<file path="config.mk">
export PLATFORM = sky130hd
export DESIGN_NAME = clock_alarm_set_controller_flat
export DESIGN_NICKNAME = d
export VERILOG_FILES = /design/src/hw/rtl/cas_pkg.sv /design/src/hw/rtl/cas_in_if.sv /design/src/hw/rtl/cas_out_if.sv /design/src/hw/rtl/clock_alarm_set_controller.sv /design/src/flat_wrapper.sv
export SDC_FILE = /design/constraint.sdc
export NUM_CORES = 1
export LEC_CHECK = 0
export ABC_AREA = 1
export BUFFER_PORTS_ARGS = -buffer_cell sky130_fd_sc_hd__buf_2
export CORE_MARGIN = 1
export CORE_UTILIZATION = 30
export CTS_CLUSTER_SIZE = 14
export DETAILED_ROUTE_END_ITERATION = 8
export HOLD_SLACK_MARGIN = 0.06
export PLACE_DENSITY = 0.57
export SLEW_MARGIN = 20
export SYNTH_ARGS = -nofsm -noshare
export SYNTH_HDL_FRONTEND = slang
export SYNTH_SLANG_ARGS = --single-unit
</file>
<file path="constraint.sdc">
create_clock -name i_clk -period 5.3 [get_ports i_clk]
set_input_delay 0.795 -clock i_clk [delete_from_list [all_inputs] [get_ports i_clk]]
set_output_delay 0.795 -clock i_clk [all_outputs]
set_load 0.1 [all_outputs]
</file>
<file path="src/hw/rtl/cas_pkg.sv">
package cas_pkg;

    // field widths
    localparam int unsigned MS_W       = 32;
    localparam int unsigned BTN_W      = 3;
    localparam int unsigned HOUR_W     = 5;
    localparam int unsigned MIN_W      = 6;
    localparam int unsigned SEC_W      = 6;
    localparam int unsigned WDAY_W     = 3;
    localparam int unsigned DATE_W     = 5;
    localparam int unsigned MONTH_W    = 4;
    localparam int unsigned YEAR_W     = 7;
    localparam int unsigned MODE_W     = 3;
    localparam int unsigned DEBOUNCE_W = 10;
    localparam int unsigned LEAD_W     = 6;
    localparam int unsigned CFG_IDX_W  = 2;
    localparam int unsigned CFG_DATA_W = 10;

    // configuration register indexes
    localparam logic [CFG_IDX_W-1:0] CFG_DEBOUNCE   = 2'd0;
    localparam logic [CFG_IDX_W-1:0] CFG_LEAD       = 2'd1;
    localparam logic [CFG_IDX_W-1:0] CFG_YEAR_FIRST = 2'd2;
    localparam logic [CFG_IDX_W-1:0] CFG_YEAR_LAST  = 2'd3;

    // configuration reset values
    localparam logic [DEBOUNCE_W-1:0] DEBOUNCE_RST   = 10'd50;
    localparam logic [LEAD_W-1:0]     LEAD_RST       = 6'd2;
    localparam logic [YEAR_W-1:0]     YEAR_FIRST_RST = 7'd24;
    localparam logic [YEAR_W-1:0]     YEAR_LAST_RST  = 7'd30;

    // button codes
    localparam logic [BTN_W-1:0] BTN_TIME_SET  = 3'd0;
    localparam logic [BTN_W-1:0] BTN_INC       = 3'd1;
    localparam logic [BTN_W-1:0] BTN_DATE_SET  = 3'd2;
    localparam logic [BTN_W-1:0] BTN_ALARM     = 3'd3;
    localparam logic [BTN_W-1:0] BTN_ALARM_INC = 3'd4;

    // setting mode codes, shared by the time/date and alarm modes
    localparam logic [MODE_W-1:0] MODE_SHOW    = 3'd0;
    localparam logic [MODE_W-1:0] MODE_HOUR    = 3'd1;
    localparam logic [MODE_W-1:0] MODE_MINUTE  = 3'd2;
    localparam logic [MODE_W-1:0] MODE_SECOND  = 3'd3;
    localparam logic [MODE_W-1:0] MODE_WEEKDAY = 3'd4;
    localparam logic [MODE_W-1:0] MODE_YEAR    = 3'd5;
    localparam logic [MODE_W-1:0] MODE_MONTH   = 3'd6;
    localparam logic [MODE_W-1:0] MODE_DATE    = 3'd7;

    // hour step, 23 wraps to 0
    function automatic logic [HOUR_W-1:0] f_next_hour(input logic [HOUR_W-1:0] v);
        logic [HOUR_W:0] n;
        n = {1'b0, v} + 6'd1;
        return (n > 6'd23) ? '0 : n[HOUR_W-1:0];
    endfunction

    // minute or second step, 59 wraps to 0
    function automatic logic [MIN_W-1:0] f_next_sixty(input logic [MIN_W-1:0] v);
        logic [MIN_W:0] n;
        n = {1'b0, v} + 7'd1;
        return (n > 7'd59) ? '0 : n[MIN_W-1:0];
    endfunction

    // weekday step, 7 wraps to 1
    function automatic logic [WDAY_W-1:0] f_next_wday(input logic [WDAY_W-1:0] v);
        logic [WDAY_W:0] n;
        n = {1'b0, v} + 4'd1;
        return (n > 4'd7) ? 3'd1 : n[WDAY_W-1:0];
    endfunction

    // month step, 12 wraps to 1
    function automatic logic [MONTH_W-1:0] f_next_month(input logic [MONTH_W-1:0] v);
        logic [MONTH_W:0] n;
        n = {1'b0, v} + 5'd1;
        return (n > 5'd12) ? 4'd1 : n[MONTH_W-1:0];
    endfunction

    // days in month, leap year when year mod 4 is zero
    function automatic logic [DATE_W-1:0] f_month_len(input logic [MONTH_W-1:0] m,
                                                      input logic [YEAR_W-1:0] y);
        logic [DATE_W-1:0] len;
        if (m == 4'd2) begin
            len = (y[1:0] == 2'd0) ? 5'd29 : 5'd28;
        end else if (m == 4'd4 || m == 4'd6 || m == 4'd9 || m == 4'd11) begin
            len = 5'd30;
        end else begin
            len = 5'd31;
        end
        return len;
    endfunction

    // date step, wraps to 1 past the month length
    function automatic logic [DATE_W-1:0] f_next_date(input logic [DATE_W-1:0] d,
                                                      input logic [MONTH_W-1:0] m,
                                                      input logic [YEAR_W-1:0] y);
        logic [DATE_W:0] n;
        n = {1'b0, d} + 6'd1;
        return (n > {1'b0, f_month_len(m, y)}) ? 5'd1 : n[DATE_W-1:0];
    endfunction

    // year step, wraps to the first year past the last year
    function automatic logic [YEAR_W-1:0] f_next_year(input logic [YEAR_W-1:0] y,
                                                      input logic [YEAR_W-1:0] first,
                                                      input logic [YEAR_W-1:0] last);
        logic [YEAR_W:0] n;
        n = {1'b0, y} + 8'd1;
        return (n > {1'b0, last}) ? first : n[YEAR_W-1:0];
    endfunction

    // (minute + lead) mod 60, the sum stays below 180
    function automatic logic [MIN_W-1:0] f_add_lead(input logic [MIN_W-1:0] mi,
                                                     input logic [LEAD_W-1:0] lead);
        logic [MIN_W:0] s;
        s = {1'b0, mi} + {1'b0, lead};
        if (s >= 7'd120) begin
            s = s - 7'd120;
        end else if (s >= 7'd60) begin
            s = s - 7'd60;
        end
        return s[MIN_W-1:0];
    endfunction

endpackage

</file>
<file path="src/hw/rtl/cas_in_if.sv">
interface cas_in_if;
    import cas_pkg::*;

    logic                 valid;
    logic                 ready;
    logic                 func;
    logic [BTN_W-1:0]     button;
    logic [MS_W-1:0]      now_ms;
    logic [HOUR_W-1:0]    hour;
    logic [MIN_W-1:0]     minute;
    logic [SEC_W-1:0]     second;
    logic [WDAY_W-1:0]    weekday;
    logic [DATE_W-1:0]    day_of_month;
    logic [MONTH_W-1:0]   month;
    logic [YEAR_W-1:0]    year;

    modport source (
        output valid, func, button, now_ms, hour, minute, second, weekday,
               day_of_month, month, year,
        input  ready
    );

    modport sink (
        input  valid, func, button, now_ms, hour, minute, second, weekday,
               day_of_month, month, year,
        output ready
    );
endinterface

</file>
<file path="src/hw/rtl/cas_out_if.sv">
interface cas_out_if;
    import cas_pkg::*;

    logic                 valid;
    logic                 ready;
    logic                 alarm_on;
    logic [MODE_W-1:0]    time_mode;
    logic [MODE_W-1:0]    alarm_mode;
    logic                 write_time;
    logic                 write_date;
    logic [HOUR_W-1:0]    out_hour;
    logic [MIN_W-1:0]     out_minute;
    logic [SEC_W-1:0]     out_second;
    logic [WDAY_W-1:0]    out_weekday;
    logic [DATE_W-1:0]    out_date;
    logic [MONTH_W-1:0]   out_month;
    logic [YEAR_W-1:0]    out_year;

    modport source (
        output valid, alarm_on, time_mode, alarm_mode, write_time, write_date,
               out_hour, out_minute, out_second, out_weekday, out_date,
               out_month, out_year,
        input  ready
    );

    modport sink (
        input  valid, alarm_on, time_mode, alarm_mode, write_time, write_date,
               out_hour, out_minute, out_second, out_weekday, out_date,
               out_month, out_year,
        output ready
    );
endinterface

</file>
<file path="src/hw/rtl/clock_alarm_set_controller.sv">
// result: registered, valid in the cycle after its input transaction is accepted
// throughput: one transaction per cycle; state update and result share one
//   register stage, and a held result that is not taken stalls the input
// reset: synchronous active low; modes, edit and alarm fields and the last
//   press time clear to zero, config registers load their default values
module clock_alarm_set_controller (
    input  logic                          i_clk,
    input  logic                          i_rst_n,
    input  logic                          i_cfg_we,
    input  logic [cas_pkg::CFG_IDX_W-1:0]  i_cfg_idx,
    input  logic [cas_pkg::CFG_DATA_W-1:0] i_cfg_data,
    cas_in_if.sink                        i_in,
    cas_out_if.source                     o_out
);
    import cas_pkg::*;

    // configuration registers
    logic [DEBOUNCE_W-1:0] r_debounce;
    logic [LEAD_W-1:0]     r_lead;
    logic [YEAR_W-1:0]     r_year_first;
    logic [YEAR_W-1:0]     r_year_last;

    // setting state
    logic [MODE_W-1:0]  r_time_mode,  n_time_mode;
    logic [MODE_W-1:0]  r_alarm_mode, n_alarm_mode;
    logic [MS_W-1:0]    r_last_press, n_last_press;
    logic [HOUR_W-1:0]  r_edit_hour,  n_edit_hour;
    logic [MIN_W-1:0]   r_edit_min,   n_edit_min;
    logic [SEC_W-1:0]   r_edit_sec,   n_edit_sec;
    logic [WDAY_W-1:0]  r_edit_wday,  n_edit_wday;
    logic [DATE_W-1:0]  r_edit_date,  n_edit_date;
    logic [MONTH_W-1:0] r_edit_month, n_edit_month;
    logic [YEAR_W-1:0]  r_edit_year,  n_edit_year;
    logic [HOUR_W-1:0]  r_alm_hour,   n_alm_hour;
    logic [MIN_W-1:0]   r_alm_min,    n_alm_min;
    logic [WDAY_W-1:0]  r_alm_wday,   n_alm_wday;
    logic [DATE_W-1:0]  r_alm_date,   n_alm_date;
    logic [MONTH_W-1:0] r_alm_month,  n_alm_month;
    logic [YEAR_W-1:0]  r_alm_year,   n_alm_year;

    logic w_acc;
    logic w_press_ok;
    logic n_wt;
    logic n_wd;
    logic n_alarm_on;
    logic [MS_W-1:0] w_elapsed;
    logic r_out_valid;

    // input handshake, the output register frees when its result is taken
    assign i_in.ready = i_rst_n & (~r_out_valid | o_out.ready);
    assign w_acc      = i_in.valid & i_in.ready;

    // debounce with wrapping subtraction
    assign w_elapsed  = i_in.now_ms - r_last_press;
    assign w_press_ok = ~i_in.func & (w_elapsed >= {{(MS_W-DEBOUNCE_W){1'b0}}, r_debounce});

    // next state for one transaction
    always_comb begin
        n_time_mode  = r_time_mode;
        n_alarm_mode = r_alarm_mode;
        n_last_press = r_last_press;
        n_edit_hour  = r_edit_hour;
        n_edit_min   = r_edit_min;
        n_edit_sec   = r_edit_sec;
        n_edit_wday  = r_edit_wday;
        n_edit_date  = r_edit_date;
        n_edit_month = r_edit_month;
        n_edit_year  = r_edit_year;
        n_alm_hour   = r_alm_hour;
        n_alm_min    = r_alm_min;
        n_alm_wday   = r_alm_wday;
        n_alm_date   = r_alm_date;
        n_alm_month  = r_alm_month;
        n_alm_year   = r_alm_year;
        n_wt         = 1'b0;
        n_wd         = 1'b0;

        if (w_acc && w_press_ok) begin
            n_last_press = i_in.now_ms;
            case (i_in.button)
                BTN_TIME_SET: begin
                    if (r_time_mode == MODE_SHOW) begin
                        n_time_mode = MODE_HOUR;
                        n_edit_hour = i_in.hour;
                        n_edit_min  = i_in.minute;
                        n_edit_sec  = i_in.second;
                    end else if (r_time_mode == MODE_SECOND) begin
                        n_time_mode = MODE_SHOW;
                        n_wt        = 1'b1;
                    end else if (r_time_mode > MODE_SECOND) begin
                        n_time_mode = MODE_SHOW;
                    end else begin
                        n_time_mode = r_time_mode + 3'd1;
                    end
                end
                BTN_DATE_SET: begin
                    if (r_time_mode == MODE_SHOW) begin
                        n_time_mode  = MODE_WEEKDAY;
                        n_edit_wday  = i_in.weekday;
                        n_edit_date  = i_in.day_of_month;
                        n_edit_month = i_in.month;
                        n_edit_year  = i_in.year;
                    end else if (r_time_mode == MODE_DATE) begin
                        n_time_mode = MODE_SHOW;
                        n_wd        = 1'b1;
                    end else begin
                        n_time_mode = r_time_mode + 3'd1;
                    end
                end
                BTN_ALARM: begin
                    if (r_alarm_mode == MODE_SHOW) begin
                        n_alarm_mode = MODE_HOUR;
                        n_alm_hour   = i_in.hour;
                        n_alm_min    = f_add_lead(i_in.minute, r_lead);
                        n_alm_wday   = i_in.weekday;
                        n_alm_date   = i_in.day_of_month;
                        n_alm_month  = i_in.month;
                        n_alm_year   = i_in.year;
                    end else if (r_alarm_mode == MODE_MINUTE) begin
                        n_alarm_mode = MODE_YEAR;
                    end else begin
                        // date mode rolls over to idle
                        n_alarm_mode = r_alarm_mode + 3'd1;
                    end
                end
                BTN_INC: begin
                    case (r_time_mode)
                        MODE_HOUR:    n_edit_hour  = f_next_hour(r_edit_hour);
                        MODE_MINUTE:  n_edit_min   = f_next_sixty(r_edit_min);
                        MODE_SECOND:  n_edit_sec   = f_next_sixty(r_edit_sec);
                        MODE_WEEKDAY: n_edit_wday  = f_next_wday(r_edit_wday);
                        MODE_YEAR:    n_edit_year  = f_next_year(r_edit_year,
                                                                 r_year_first, r_year_last);
                        MODE_MONTH:   n_edit_month = f_next_month(r_edit_month);
                        MODE_DATE:    n_edit_date  = f_next_date(r_edit_date,
                                                                 r_edit_month, r_edit_year);
                        default: ;
                    endcase
                end
                BTN_ALARM_INC: begin
                    case (r_alarm_mode)
                        MODE_HOUR:    n_alm_hour  = f_next_hour(r_alm_hour);
                        MODE_MINUTE:  n_alm_min   = f_next_sixty(r_alm_min);
                        MODE_WEEKDAY: n_alm_wday  = f_next_wday(r_alm_wday);
                        MODE_YEAR:    n_alm_year  = f_next_year(r_alm_year,
                                                                r_year_first, r_year_last);
                        MODE_MONTH:   n_alm_month = f_next_month(r_alm_month);
                        MODE_DATE:    n_alm_date  = f_next_date(r_alm_date,
                                                                r_alm_month, r_alm_year);
                        default: ;
                    endcase
                end
                default: ;
            endcase
        end
    end

    // alarm compare against the updated alarm fields
    assign n_alarm_on = (i_in.hour == n_alm_hour) && (i_in.minute == n_alm_min) &&
                        (i_in.weekday == n_alm_wday) && (i_in.day_of_month == n_alm_date) &&
                        (i_in.month == n_alm_month) && (i_in.year == n_alm_year);

    // configuration writes
    always_ff @(posedge i_clk) begin
        if (!i_rst_n) begin
            r_debounce   <= DEBOUNCE_RST;
            r_lead       <= LEAD_RST;
            r_year_first <= YEAR_FIRST_RST;
            r_year_last  <= YEAR_LAST_RST;
        end else if (i_cfg_we) begin
            case (i_cfg_idx)
                CFG_DEBOUNCE:   r_debounce   <= i_cfg_data[DEBOUNCE_W-1:0];
                CFG_LEAD:       r_lead       <= i_cfg_data[LEAD_W-1:0];
                CFG_YEAR_FIRST: r_year_first <= i_cfg_data[YEAR_W-1:0];
                CFG_YEAR_LAST:  r_year_last  <= i_cfg_data[YEAR_W-1:0];
                default: ;
            endcase
        end
    end

    // state registers
    always_ff @(posedge i_clk) begin
        if (!i_rst_n) begin
            r_time_mode  <= MODE_SHOW;
            r_alarm_mode <= MODE_SHOW;
            r_last_press <= '0;
            r_edit_hour  <= '0;
            r_edit_min   <= '0;
            r_edit_sec   <= '0;
            r_edit_wday  <= '0;
            r_edit_date  <= '0;
            r_edit_month <= '0;
            r_edit_year  <= '0;
            r_alm_hour   <= '0;
            r_alm_min    <= '0;
            r_alm_wday   <= '0;
            r_alm_date   <= '0;
            r_alm_month  <= '0;
            r_alm_year   <= '0;
        end else begin
            r_time_mode  <= n_time_mode;
            r_alarm_mode <= n_alarm_mode;
            r_last_press <= n_last_press;
            r_edit_hour  <= n_edit_hour;
            r_edit_min   <= n_edit_min;
            r_edit_sec   <= n_edit_sec;
            r_edit_wday  <= n_edit_wday;
            r_edit_date  <= n_edit_date;
            r_edit_month <= n_edit_month;
            r_edit_year  <= n_edit_year;
            r_alm_hour   <= n_alm_hour;
            r_alm_min    <= n_alm_min;
            r_alm_wday   <= n_alm_wday;
            r_alm_date   <= n_alm_date;
            r_alm_month  <= n_alm_month;
            r_alm_year   <= n_alm_year;
        end
    end

    // result valid flag
    always_ff @(posedge i_clk) begin
        if (!i_rst_n) begin
            r_out_valid <= 1'b0;
        end else if (w_acc) begin
            r_out_valid <= 1'b1;
        end else if (o_out.ready) begin
            r_out_valid <= 1'b0;
        end
    end

    // result payload, write fields read zero without their strobe
    always_ff @(posedge i_clk) begin
        if (w_acc) begin
            o_out.alarm_on    <= n_alarm_on;
            o_out.time_mode   <= n_time_mode;
            o_out.alarm_mode  <= n_alarm_mode;
            o_out.write_time  <= n_wt;
            o_out.write_date  <= n_wd;
            o_out.out_hour    <= n_wt ? n_edit_hour  : '0;
            o_out.out_minute  <= n_wt ? n_edit_min   : '0;
            o_out.out_second  <= n_wt ? n_edit_sec   : '0;
            o_out.out_weekday <= n_wd ? n_edit_wday  : '0;
            o_out.out_date    <= n_wd ? n_edit_date  : '0;
            o_out.out_month   <= n_wd ? n_edit_month : '0;
            o_out.out_year    <= n_wd ? n_edit_year  : '0;
        end
    end

    assign o_out.valid = r_out_valid;

endmodule

</file>
<file path="src/flat_wrapper.sv">
// flat-port wrapper written by rule: the top's interface ports become plain ports
module clock_alarm_set_controller_flat import cas_pkg::*;
  (i_clk, i_rst_n, i_cfg_we, i_cfg_idx, i_cfg_data, i_in_valid, i_in_func, i_in_button, i_in_now_ms, i_in_hour, i_in_minute, i_in_second, i_in_weekday, i_in_day_of_month, i_in_month, i_in_year, i_in_ready, o_out_valid, o_out_alarm_on, o_out_time_mode, o_out_alarm_mode, o_out_write_time, o_out_write_date, o_out_out_hour, o_out_out_minute, o_out_out_second, o_out_out_weekday, o_out_out_date, o_out_out_month, o_out_out_year, o_out_ready);
  cas_in_if i_in_i ();
  cas_out_if o_out_i ();
  input  logic i_clk;
  input  logic i_rst_n;
  input  logic i_cfg_we;
  input  logic [cas_pkg::CFG_IDX_W-1:0] i_cfg_idx;
  input  logic [cas_pkg::CFG_DATA_W-1:0] i_cfg_data;
  input wire logic [$bits(i_in_i.valid)-1:0] i_in_valid;
  input wire logic [$bits(i_in_i.func)-1:0] i_in_func;
  input wire logic [$bits(i_in_i.button)-1:0] i_in_button;
  input wire logic [$bits(i_in_i.now_ms)-1:0] i_in_now_ms;
  input wire logic [$bits(i_in_i.hour)-1:0] i_in_hour;
  input wire logic [$bits(i_in_i.minute)-1:0] i_in_minute;
  input wire logic [$bits(i_in_i.second)-1:0] i_in_second;
  input wire logic [$bits(i_in_i.weekday)-1:0] i_in_weekday;
  input wire logic [$bits(i_in_i.day_of_month)-1:0] i_in_day_of_month;
  input wire logic [$bits(i_in_i.month)-1:0] i_in_month;
  input wire logic [$bits(i_in_i.year)-1:0] i_in_year;
  output wire logic [$bits(i_in_i.ready)-1:0] i_in_ready;
  output wire logic [$bits(o_out_i.valid)-1:0] o_out_valid;
  output wire logic [$bits(o_out_i.alarm_on)-1:0] o_out_alarm_on;
  output wire logic [$bits(o_out_i.time_mode)-1:0] o_out_time_mode;
  output wire logic [$bits(o_out_i.alarm_mode)-1:0] o_out_alarm_mode;
  output wire logic [$bits(o_out_i.write_time)-1:0] o_out_write_time;
  output wire logic [$bits(o_out_i.write_date)-1:0] o_out_write_date;
  output wire logic [$bits(o_out_i.out_hour)-1:0] o_out_out_hour;
  output wire logic [$bits(o_out_i.out_minute)-1:0] o_out_out_minute;
  output wire logic [$bits(o_out_i.out_second)-1:0] o_out_out_second;
  output wire logic [$bits(o_out_i.out_weekday)-1:0] o_out_out_weekday;
  output wire logic [$bits(o_out_i.out_date)-1:0] o_out_out_date;
  output wire logic [$bits(o_out_i.out_month)-1:0] o_out_out_month;
  output wire logic [$bits(o_out_i.out_year)-1:0] o_out_out_year;
  input wire logic [$bits(o_out_i.ready)-1:0] o_out_ready;
  assign i_in_i.valid = i_in_valid;
  assign i_in_i.func = i_in_func;
  assign i_in_i.button = i_in_button;
  assign i_in_i.now_ms = i_in_now_ms;
  assign i_in_i.hour = i_in_hour;
  assign i_in_i.minute = i_in_minute;
  assign i_in_i.second = i_in_second;
  assign i_in_i.weekday = i_in_weekday;
  assign i_in_i.day_of_month = i_in_day_of_month;
  assign i_in_i.month = i_in_month;
  assign i_in_i.year = i_in_year;
  assign i_in_ready = i_in_i.ready;
  assign o_out_valid = o_out_i.valid;
  assign o_out_alarm_on = o_out_i.alarm_on;
  assign o_out_time_mode = o_out_i.time_mode;
  assign o_out_alarm_mode = o_out_i.alarm_mode;
  assign o_out_write_time = o_out_i.write_time;
  assign o_out_write_date = o_out_i.write_date;
  assign o_out_out_hour = o_out_i.out_hour;
  assign o_out_out_minute = o_out_i.out_minute;
  assign o_out_out_second = o_out_i.out_second;
  assign o_out_out_weekday = o_out_i.out_weekday;
  assign o_out_out_date = o_out_i.out_date;
  assign o_out_out_month = o_out_i.out_month;
  assign o_out_out_year = o_out_i.out_year;
  assign o_out_i.ready = o_out_ready;
  clock_alarm_set_controller u_core (.i_clk(i_clk), .i_rst_n(i_rst_n), .i_cfg_we(i_cfg_we), .i_cfg_idx(i_cfg_idx), .i_cfg_data(i_cfg_data), .i_in(i_in_i), .o_out(o_out_i));
endmodule
</file>
After elaboration in Yosys (flattened, before gate mapping)
Cells that the tools add are included.
Cells by class
  $add $sub $neg: 19
  $lt $le $gt $ge: 17
  equal/unequal tests: 36
  multiplexer cells: 100
  bitwise operators: 6
  reductions and logical operators: 23
Operators by type and width (count)
  5-bit two-way mux: 24
  6-bit two-way mux: 14
  7-bit two-way mux: 8
  3-bit two-way mux: 18
  5-bit one-hot mux with 2 select lines: 4
  6-bit one-hot mux with 2 select lines: 3
  32-bit by 10-bit >= comparator with 1-bit output: 1
  4-bit two-way mux: 8
  32-bit subtractor: 1
  7-bit one-hot mux with 2 select lines: 2
  3-bit == test, second input constant: 9
  5-bit by 1-bit adder with 6-bit output, second input constant: 4
  6-bit by 1-bit adder with 7-bit output, second input constant: 3
  7-bit by 6-bit > comparator with 1-bit output, second input constant: 3
  3-bit one-hot mux with 2 select lines: 3
  7-bit by 1-bit adder with 8-bit output, second input constant: 2
  4-bit by 3-bit == test with 1-bit output, second input constant: 4
  4-bit == test, second input constant: 4
  8-bit by 7-bit > comparator with 1-bit output: 2
  4-bit one-hot mux with 2 select lines: 2
  3-bit by 2-bit == test with 1-bit output, second input constant: 5
  1-bit two-way mux: 14
  6-bit by 5-bit > comparator with 1-bit output: 2
  6-bit by 5-bit > comparator with 1-bit output, second input constant: 2
  28 further kinds: 59
Word-level totals
  register bits after elaboration: 180
  input port bits: 89
  output and inout bits: 47
  logic and storage cells: 234

Depth between registers and ports, before layout
Gate-level depths: netlist of the first run.
  depth after elaboration: 18
  depth in mapped cells: 34
  gate-level depth less buffers: 34

Worst setup path before layout of the first run
No wires, ideal clock.
  path type: input -> register
  start: in i_rst_n
  end: reg u_core.o_out.alarm_on (data pin)
  library setup time: 0.138 ns
  arrival: 4.074 ns
  required time: 5.162 ns
  path slack: 1.088 ns
  stages on the path: 14
  buffers on the path: 1
  cells stage by stage: clkinv_1 a21oi_1 nand2_1 nor2_2 inv_1 nor2_2 buf_4 nand2_1 nand2_2 xor2_1 nand2_1 nor2_1 nand2_1 nor2_1
Between the ends
  cells in the longest elaborated chain, start to end: 10
  elaborated cells between the ends (all ways): 20
  those cells by class: eq/ne: 6; mux: 6; bitwise: 2; reduce/logical: 6
Ends and longest elaborated chain
  from (decl): line flat_wrapper.sv:7  | input logic i_rst_n;
  1-bit bitwise AND *: line clock_alarm_set_controller.sv:50  | assign i_in.ready = i_rst_n & (~r_out_valid | o_out.ready);
  named net i_in_ready: line flat_wrapper.sv:22  | output wire logic [$bits(i_in_i.ready)-1:0] i_in_ready;
  1-bit bitwise AND *: line clock_alarm_set_controller.sv:51  | assign w_acc = i_in.valid & i_in.ready;
  1-bit logical AND *: line clock_alarm_set_controller.sv:78  | if (w_acc && w_press_ok) begin
  6-bit two-way mux or 5-bit two-way mux (tied branches): line clock_alarm_set_controller.sv:78
  6-bit == test or 5-bit == test (tied branches): line clock_alarm_set_controller.sv:159  | assign n_alarm_on = (i_in.hour == n_alm_hour) && (i_in.minute == n_alm_min) &&
  1-bit logical AND (2 in series): line clock_alarm_set_controller.sv:159
  1-bit logical AND (2 in series): line clock_alarm_set_controller.sv:160  | (i_in.weekday == n_alm_wday) && (i_in.day_of_month == n_alm_date) &&
  1-bit logical AND *: line clock_alarm_set_controller.sv:161  | (i_in.month == n_alm_month) && (i_in.year == n_alm_year);
  named net u_core.n_alarm_on: line clock_alarm_set_controller.sv:45  | logic n_alarm_on;
  to (signal assigned): line clock_alarm_set_controller.sv:234  | o_out.alarm_on <= n_alarm_on;
  to (decl): line cas_out_if.sv:20  | output valid, alarm_on, time_mode, alarm_mode, write_time, write_date,
Mark *: on every way through the listed nets, which the timed path passes. The rest lies on a longest branch.
A chain may end at the register's enable or synchronous reset.

Worst setup path in the final report of the first run
  start: in i_in_now_ms[0]
  end: reg u_core.o_out.alarm_on (data pin)
Between the ends
  cells in the longest elaborated chain, start to end: 11
  elaborated cells between the ends (all ways): 21
  those cells by class: add/sub: 1; order compare: 1; eq/ne: 6; mux: 6; bitwise: 1; reduce/logical: 6
Ends and longest elaborated chain
  from (decl): line flat_wrapper.sv:14  | input wire logic [$bits(i_in_i.now_ms)-1:0] i_in_now_ms;
  32-bit subtractor *: line clock_alarm_set_controller.sv:54  | assign w_elapsed = i_in.now_ms - r_last_press;
  32-bit by 10-bit >= comparator with 1-bit output *: line clock_alarm_set_controller.sv:55  | assign w_press_ok = ~i_in.func & (w_elapsed >= {{(MS_W-DEBOUNCE_W){1'b0}}, r_debounce});
  1-bit bitwise AND *: line clock_alarm_set_controller.sv:55
  1-bit logical AND *: line clock_alarm_set_controller.sv:78
  6-bit two-way mux or 5-bit two-way mux (tied branches): line clock_alarm_set_controller.sv:78
  6-bit == test or 5-bit == test (tied branches): line clock_alarm_set_controller.sv:159
  1-bit logical AND (2 in series): line clock_alarm_set_controller.sv:159
  1-bit logical AND (2 in series): line clock_alarm_set_controller.sv:160
  1-bit logical AND *: line clock_alarm_set_controller.sv:161
  named net u_core.n_alarm_on: line clock_alarm_set_controller.sv:45
Marked as above.

==> results.txt, run 1 <==
r2r startpoint: u_core.r_last_press[0]$_SDFFE_PN0N_
Worst Setup SP: i_in_now_ms[0]
GRT Total Usage: 0.192
Distinct cells, synth: 54
ys async rst share: 0
number of port buffers: 135
relative slew slack: 0.328
CP Data Required Time: 5.67 ns
critical path startpoint category: input port
DR iter-0 viols: 1185
switching share of power: 0.363
EDFF count, synth: 45
row count: 81
post-detail-place hpwl: 37100 um
Cells after Synth: 2404
I/O pins: 136
crit end category: flip-flop
gr busiest metal: met2
Non-Filler Instances: 3188
crit path max fanout: 53
count of pins over their slew limit: 0
first-pass GRT wire length: 76600 um
Hold Crit Depth: 2
post-CTS sizing: 0
outcome: completed
Worst Skew: 0.0140 ns
Final Cycle Share: 0.830
post-DR wirelength/cell: 15.1 um
Syn Area/Cell: 6.22 sq um
Buf+Inv Stages, Crit Path: 3
Final WS setup: 0.898 ns
min Tclk post-route: 4.40 ns
placed insts: 3155
initial antenna violation count: 2
Layout area overhead: 12.9%
Sw Pwr: 1.36 mW
Die Area: 0.0507 sq mm
Synth area leaders: dfxtp_1 18%, nand2_1 16%, inv_1 10%, edfxtp_1 9.0%, ha_1 8.7%
Hold Crit Endpoint: u_core.r_last_press[8]$_SDFFE_PN0N_
top cell type's share of synthesized area: 0.181
critical path class: input port to flip-flop
count leader, synth: nand2_1
die width: 225 um
CTS Hold Bufs: 0
CTS sink cnt: 180
Synth Register Bits: 180
grt total ovfl: 0
Vias/cell: 4.91
Total Neg Setup Slack: 0 ns
CP dominant cell by count: nand2_1
Worst-Margin Slew: 1.00 ns
H-Tree Level Count: 4
Cell Area, Synth: 0.0149 sq mm
synth warn: 0
total chip power: 3.76 mW
pre-CTS setup slack: 0.391 ns
Clk pwr share: 0.350
CTS Buffer Depth: 2
Num CTS Buffers: 17
Root Driver: clkbuf_16
top cells by count, synth: 619 x nand2_1, 405 x inv_1, 247 x nor2_1
vias in the first global route: 14700
antenna viol nets, final: 0
fmax: 227 MHz
Seq/Total Area, Yosys: 0.271
Starting Density: 0.305
Final Hold Vio Count: 0
power per cell area: 223 mW/mm^2
R2R depth: 29
share of layout cells above drive strength 1: 0.0864
DR DRC count: 0
worst hold start: u_core.r_last_press[8]$_SDFFE_PN0N_
clk_lat worst skew: 0.50 ns
slowest cell on the critical path: fa_1
Post-Syn Nets: 2599
via count: 15600
Tightest Hold Check Type: flip-flop to flip-flop
Gate power share: 0.255
CP top delay family: simple AND/OR/NAND/NOR gates
Core ar.: 0.0491 sq mm
largest net degree at the start of global routing: 76
Die H: 225 um
fillers: 5490
FF-to-FF setup slack: 1.02 ns
Layout Nets: 2705
P_int: 2.40 mW
worst r2r dst: u_core.o_out.alarm_on$_DFFE_PP_
Pre-antenna DRT Iters: 6
Detailed Route WL: 48000 um
Max-Cap Viols: 0
RSZ-0062 raised after global routing: false
final setup violation count: 0
GRT met3 Usage: 0.0391
# Post-CTS Setup Buffers: 0
Data arrival, critical path: 4.77 ns
Post-synth top flop: dfxtp_1
Reg power frac: 0.396
hold_ws: 0.457 ns
Crit path largest cell delay: 0.41 ns
P_leak: 7.96 nW
dominant cell type by area after synthesis: dfxtp_1
met2 Resource Use GR: 0.317
GPL Wtd Cong: 0.901
Worst-path clk slew: 0.08 ns
VDD IR max: 0.247 mV
met1 Resource Use GR: 0.250
CTS tree: built
-- cells in the final DEF (no fill, tap or decap), types with 3 or more instances in the layout --
master       n
edfxtp_1    45
clkinv_1     8
a31oi_1      3
nand2_2      6
xnor2_1      4
nand3b_1     6
a21oi_1    185
nand3_1    161
o221ai_1    11
buf_2      135
nor3_1      21
inv_4        3
a22oi_1     26
o21ai_0    180
buf_4       20
o211ai_1    27
inv_8        3
nor2_1     246
dfxtp_1    135
nor2_2      10
or2_2        3
nand4_1     19
clkbuf_16   18
inv_1      403
inv_6        6
and2_1       5
xor2_1      44
o22ai_1     34
ha_1       104
nand2_1    619
-- routing by layer --
metal	up-vias	wire, um
li1	7984	-
met1	7242	22300
met2	372	22200
met3	51	2750
met4	0	776
met5	-	0
-- cells by family after synthesis --
family	count (synthesis)	share of synthesized area
multiplexers	2	0.00142
AO/OA/AOI/OAI	481	0.179
adder cells (fa/ha/maj)	106	0.0897
XOR/XNOR	48	0.0281
buffers and inverters	482	0.125
AND/OR/NAND/NOR	1105	0.306
flip-flops	180	0.271
-- final cells by class --
cell class	instances	area (sq um)	share of cell area
repair buffers	155	826	0.0489
flip-flops and latches	180	4050	0.240
inverters	414	1560	0.0921
clock buffers	18	450	0.0267
diodes	1	2.50	0.000148
clock inverters	14	126	0.00749
well taps	664	831	0.0492
multi-input cells	1742	9030	0.535
-- how the worst max path moves through the flow --
stage                                 endpoint  cells after the start  slack [ns]
3_5_place_dp   u_core.o_out.alarm_on$_DFFE_PP_                     31        0.39
6_report       u_core.o_out.alarm_on$_DFFE_PP_                     31        0.90
4_1_cts        u_core.o_out.alarm_on$_DFFE_PP_                     31        0.90
5_1_grt        u_core.o_out.alarm_on$_DFFE_PP_                     33        0.51
3_3_place_gp   u_core.o_out.alarm_on$_DFFE_PP_                     31        0.44
2_1_floorplan  u_core.o_out.alarm_on$_DFFE_PP_                     14        1.09
-- flip-flops by register name, indices dropped and copies added, names as in the netlist, 6 cells and up --
signal,cells
u_core.o_out.out_second,6
u_core.r_last_press,32
u_core.r_debounce,10
u_core.r_alm_year,7
u_core.o_out.out_year,7
u_core.r_year_last,7
u_core.r_edit_year,7
u_core.o_out.out_minute,6
u_core.r_year_first,7
u_core.r_edit_min,6
u_core.r_alm_min,6
u_core.r_edit_sec,6
u_core.r_lead,6
-- power groups by stage --
stage | Clock, mW | Combinational [mW] | Sequential, mW
6_report | 1.31 | 0.957 | 1.49
5_1_grt | 1.40 | 1.09 | 1.49
4_1_cts | 1.36 | 0.957 | 1.49
3_5_place_dp | 0 | 0.952 | 1.52
3_3_place_gp | 0 | 0.940 | 1.52
2_1_floorplan | 0 | 0.613 | 1.59
-- worst min-delay path, cell delays in order (launching register included) --
cell,delay [ns]
dfxtp_1,0.30
inv_1,0.06
a21oi_1,0.05
-- stage by stage --
stage | cell area [sq um] | utilization
2_1_floorplan | 14900 | -
4_1_cts | 16900 | 0.344
3_3_place_gp | 16300 | 0.332
6_report | 16900 | 0.344
3_5_place_dp | 16300 | 0.332
5_1_grt | 16900 | 0.344
No activity file was read; power rests on OpenSTA's default activity.
==> run 2, diff against run 1 <==
--- a/config.mk
+++ b/config.mk
@@ -5,7 +5,7 @@
 export SDC_FILE = /design/constraint.sdc
 export NUM_CORES = 1
 export LEC_CHECK = 0
-export ABC_AREA = 1
+export ABC_AREA = 0
 export BUFFER_PORTS_ARGS = -buffer_cell sky130_fd_sc_hd__buf_2
 export CORE_MARGIN = 1
 export CORE_UTILIZATION = 30
==> constraint.sdc (replaced) <==
create_clock -name i_clk -period 4.2 [get_ports i_clk]
set_input_delay 0.63 -clock i_clk [delete_from_list [all_inputs] [get_ports i_clk]]
set_output_delay 0.63 -clock i_clk [all_outputs]
set_load 0.1 [all_outputs]
==> run 2 against run 1 <==
- non-clock buffer count is 268 higher
- global-route usage is 1.8 points higher
- register-to-register slack worse by 2.3 ns
- clock skew up 0.0031 ns
- die area decreased by 3.7%
- the flow now finishes with violations (negative setup slack)
- sequential cell count stayed put
- setup slack got worse by 2.1 ns
==> results.txt, run 2 <==
Core ar.: 0.0470 sq mm
Clk pwr share: 0.360
Largest regs: u_core.r_last_press: 32 flops, u_core.r_debounce: 10 flops
DR iter-0 viols: 1208
R2R depth: 23
switching share of power: 0.329
Area after DPL: 0.0175 sq mm
dominant cell type by area after synthesis: dfxtp_1
Vias/cell: 5.43
Worst-path clk slew: 0.08 ns
Num CTS Buffers: 17
commonest non-fill, non-tap cell in the layout: nand2_1
final instance area: 0.0195 sq mm
CTS tree: built
first-pass GRT wire length: 81300 um
count of pins over their slew limit: 0
power per cell area: 240 mW/mm^2
critical path class: flip-flop to flip-flop
CP top delay family: simple AND/OR/NAND/NOR gates
antenna viol nets, final: 0
slowest cell on the critical path: or4_4
ys async rst share: 0
clk_lat worst skew: 0.50 ns
most frequent cells in the layout: 246 x nand2_1, 232 x buf_4, 182 x a21oi_1
Cells after Synth: 1953
max reg flops: 32
share of layout cells above drive strength 1: 0.287
P_int: 3.13 mW
Data arrival, critical path: 5.77 ns
synth warn: 0
hold_ws: 0.361 ns
FF-to-FF setup slack: -1.24 ns
Hold Crit Depth: 3
crit end category: flip-flop
Final Cycle Share: 1.29
Sw Pwr: 1.54 mW
Tightest Hold Check Type: input port to flip-flop
top cell type's share of synthesized area: 0.188
GRT Total Usage: 0.210
pre-CTS setup slack: -1.81 ns
H-Tree Level Count: 4
initial antenna violation count: 0
CP Data Required Time: 4.53 ns
Post-Syn Nets: 2148
Ant. Diodes: 0
Layout area overhead: 35.2%
Synth Register Bits: 180
RSZ-0062 raised after global routing: true
largest net degree at the start of global routing: 59
number of port buffers: 135
critical path startpoint category: flip-flop
Die Area: 0.0489 sq mm
Distinct cells, synth: 83
I/O pins: 136
relative slew slack: 0.299
count leader, synth: nand2_1
Post-synth top flop: dfxtp_1
CTS sink cnt: 180
post-detail-place hpwl: 39700 um
worst r2r dst: u_core.o_out.alarm_on$_DFFE_PP_
Final WS setup: -1.24 ns
vias in the first global route: 15000
outcome: finished with violations
Syn Area/Cell: 7.37 sq um
Cell Area, Synth: 0.0144 sq mm
Root Driver: clkbuf_16
post-DR wirelength/cell: 18.4 um
grt total ovfl: 0
VDD IR max: 0.274 mV
Reg power frac: 0.394
register with the most flip-flops: u_core.r_last_press
CP Cell Sequence: inv_2 -> ha_4 -> nand2b_1 -> a21oi_2 -> nor2_2 -> o21bai_1 -> a31oi_1 -> xnor2_1 -> ha_1 -> a21oi_2 -> o2111ai_2 -> or4_4 -> nor3_4 -> o2111ai_2 -> nor4_2 -> nand4_1 -> buf_6 -> o31ai_4 -> or2_4 -> o211ai_1 -> or4_1 -> or3_4 -> nor4_2
Worst Skew: 0.0171 ns
min Tclk post-route: 5.44 ns
Hold Crit Endpoint: u_core.o_out.valid$_SDFFE_PN0P_
via count: 15700
r2r startpoint: u_core.r_last_press[1]$_SDFFE_PN0N_
P_leak: 7.93 nW
CTS Buffer Depth: 2
Gate power share: 0.246
Starting Density: 0.307
Crit path largest cell delay: 0.56 ns
EDFF count, synth: 45
final setup violation count: 149
crit path max fanout: 4
fmax: 184 MHz
DR DRC count: 0
total chip power: 4.67 mW
die width: 221 um
top cells by count, synth: 278 x nand2_1, 218 x a21oi_1, 191 x nor2_1
Buf+Inv Stages, Crit Path: 2
row count: 79
Layout Nets: 2475
Worst-Margin Slew: 1.05 ns
GPL Wtd Cong: 0.957
violations in the final reports: negative setup slack
Die H: 221 um
Synth area leaders: dfxtp_1 19%, edfxtp_1 9.4%, ha_1 9.0%, a21oi_1 7.6%, nand2_1 7.2%
Pre-antenna DRT Iters: 6
Max-Cap Viols: 0
Final Hold Vio Count: 0
Seq/Total Area, Yosys: 0.282
Total Neg Setup Slack: -136.56 ns
Detailed Route WL: 53400 um
worst hold start: i_in_valid
[run 2: cell types whose count changed in the layout (fill, tap and decap cells not counted), moves of 22 or more]
cell     change
xor2_1      -22
a21oi_2     +27
nand2_1    -373
mux2i_1     +29
buf_4      +212
nor3_1      +22
o21ai_0     -82
buf_6       +39
xnor2_1     +34
nand3_1    -122
nor2_1      -81
o21a_1      +24
and2_1      +31
inv_1      -310
[run 2: area by class of cell]
type | count | area, sq um
inverter | 99 | 393
clock buffer | 18 | 439
tap | 607 | 759
timing repair buffer | 423 | 3220
sequential | 180 | 4060
fill | 4775 | 27500
clock inverter | 14 | 155
multi-input combinational | 1559 | 10400
[run 2: how the worst max path moves through the flow]
stage	startpoint	cells after the start	slack, ns	to
after floorplan	i_in_now_ms[0]	24	-1.18	u_core.o_out.alarm_on$_DFFE_PP_
after CTS	u_core.r_last_press[0]$_SDFFE_PN0N_	24	-1.10	u_core.o_out.alarm_on$_DFFE_PP_
after global placement	i_in_now_ms[0]	26	-1.69	u_core.o_out.alarm_on$_DFFE_PP_
final	u_core.r_last_press[1]$_SDFFE_PN0N_	23	-1.24	u_core.o_out.alarm_on$_DFFE_PP_
after detailed placement	i_in_now_ms[0]	26	-1.81	u_core.o_out.alarm_on$_DFFE_PP_
after global routing	u_core.r_last_press[3]$_SDFFE_PN0N_	23	-1.40	u_core.o_out.alarm_on$_DFFE_PP_
[run 2: cell families after synthesis]
| group | share of synthesized area |
|---|---|
| XOR/XNOR | 0.0371 |
| AND/OR/NAND/NOR | 0.243 |
| multiplexers | 0.0256 |
| buffers and inverters | 0.0593 |
| flip-flops | 0.282 |
| adder cells (fa/ha/maj) | 0.0939 |
| AO/OA/AOI/OAI | 0.260 |
[run 2: repair_timing]
action                                  in CTS  in global routing
buffers inserted                            19                 30
gates resized for setup                     47                164
endpoints found under the setup margin     149                149
gates cloned                                 3                  7
hold buffers                                 0                  0
pin swaps                                   18                 77
[run 2: metal layers]
layer  vias up  global-route usage  share of wire
met2       472               0.359           0.48
met1      7543               0.263           0.44
met3        77              0.0380          0.052
met4         0              0.0724          0.026
met5         -                   0              0
li1       7646                   -              -
[run 2: worst register-to-register path: cells and delay by family (launching register included)]
kind	cells	cell delay, ns
adder cells (fa/ha/maj)	2	0.57
flip-flops	1	0.36
buffers and inverters	2	0.21
XOR/XNOR	1	0.16
AND/OR/NAND/NOR	10	2.53
AO/OA/AOI/OAI	8	1.43
[run 2: stage by stage]
step / utilization / cells
finish: 0.415 / 2900
global route: 0.415 / 2900
CTS: 0.394 / 2866
detailed placement: 0.372 / 2813
global placement: 0.372 / 2813
floorplan: - / 1953
[run 2: power groups by stage]
stage	Clock (mW)	Combinational (mW)	Sequential [mW]
finish	1.68	1.15	1.84
global route	1.79	1.24	1.85
CTS	1.73	1.08	1.84
detailed placement	0	1.03	1.88
global placement	0	1.03	1.88
floorplan	0	0.525	1.97
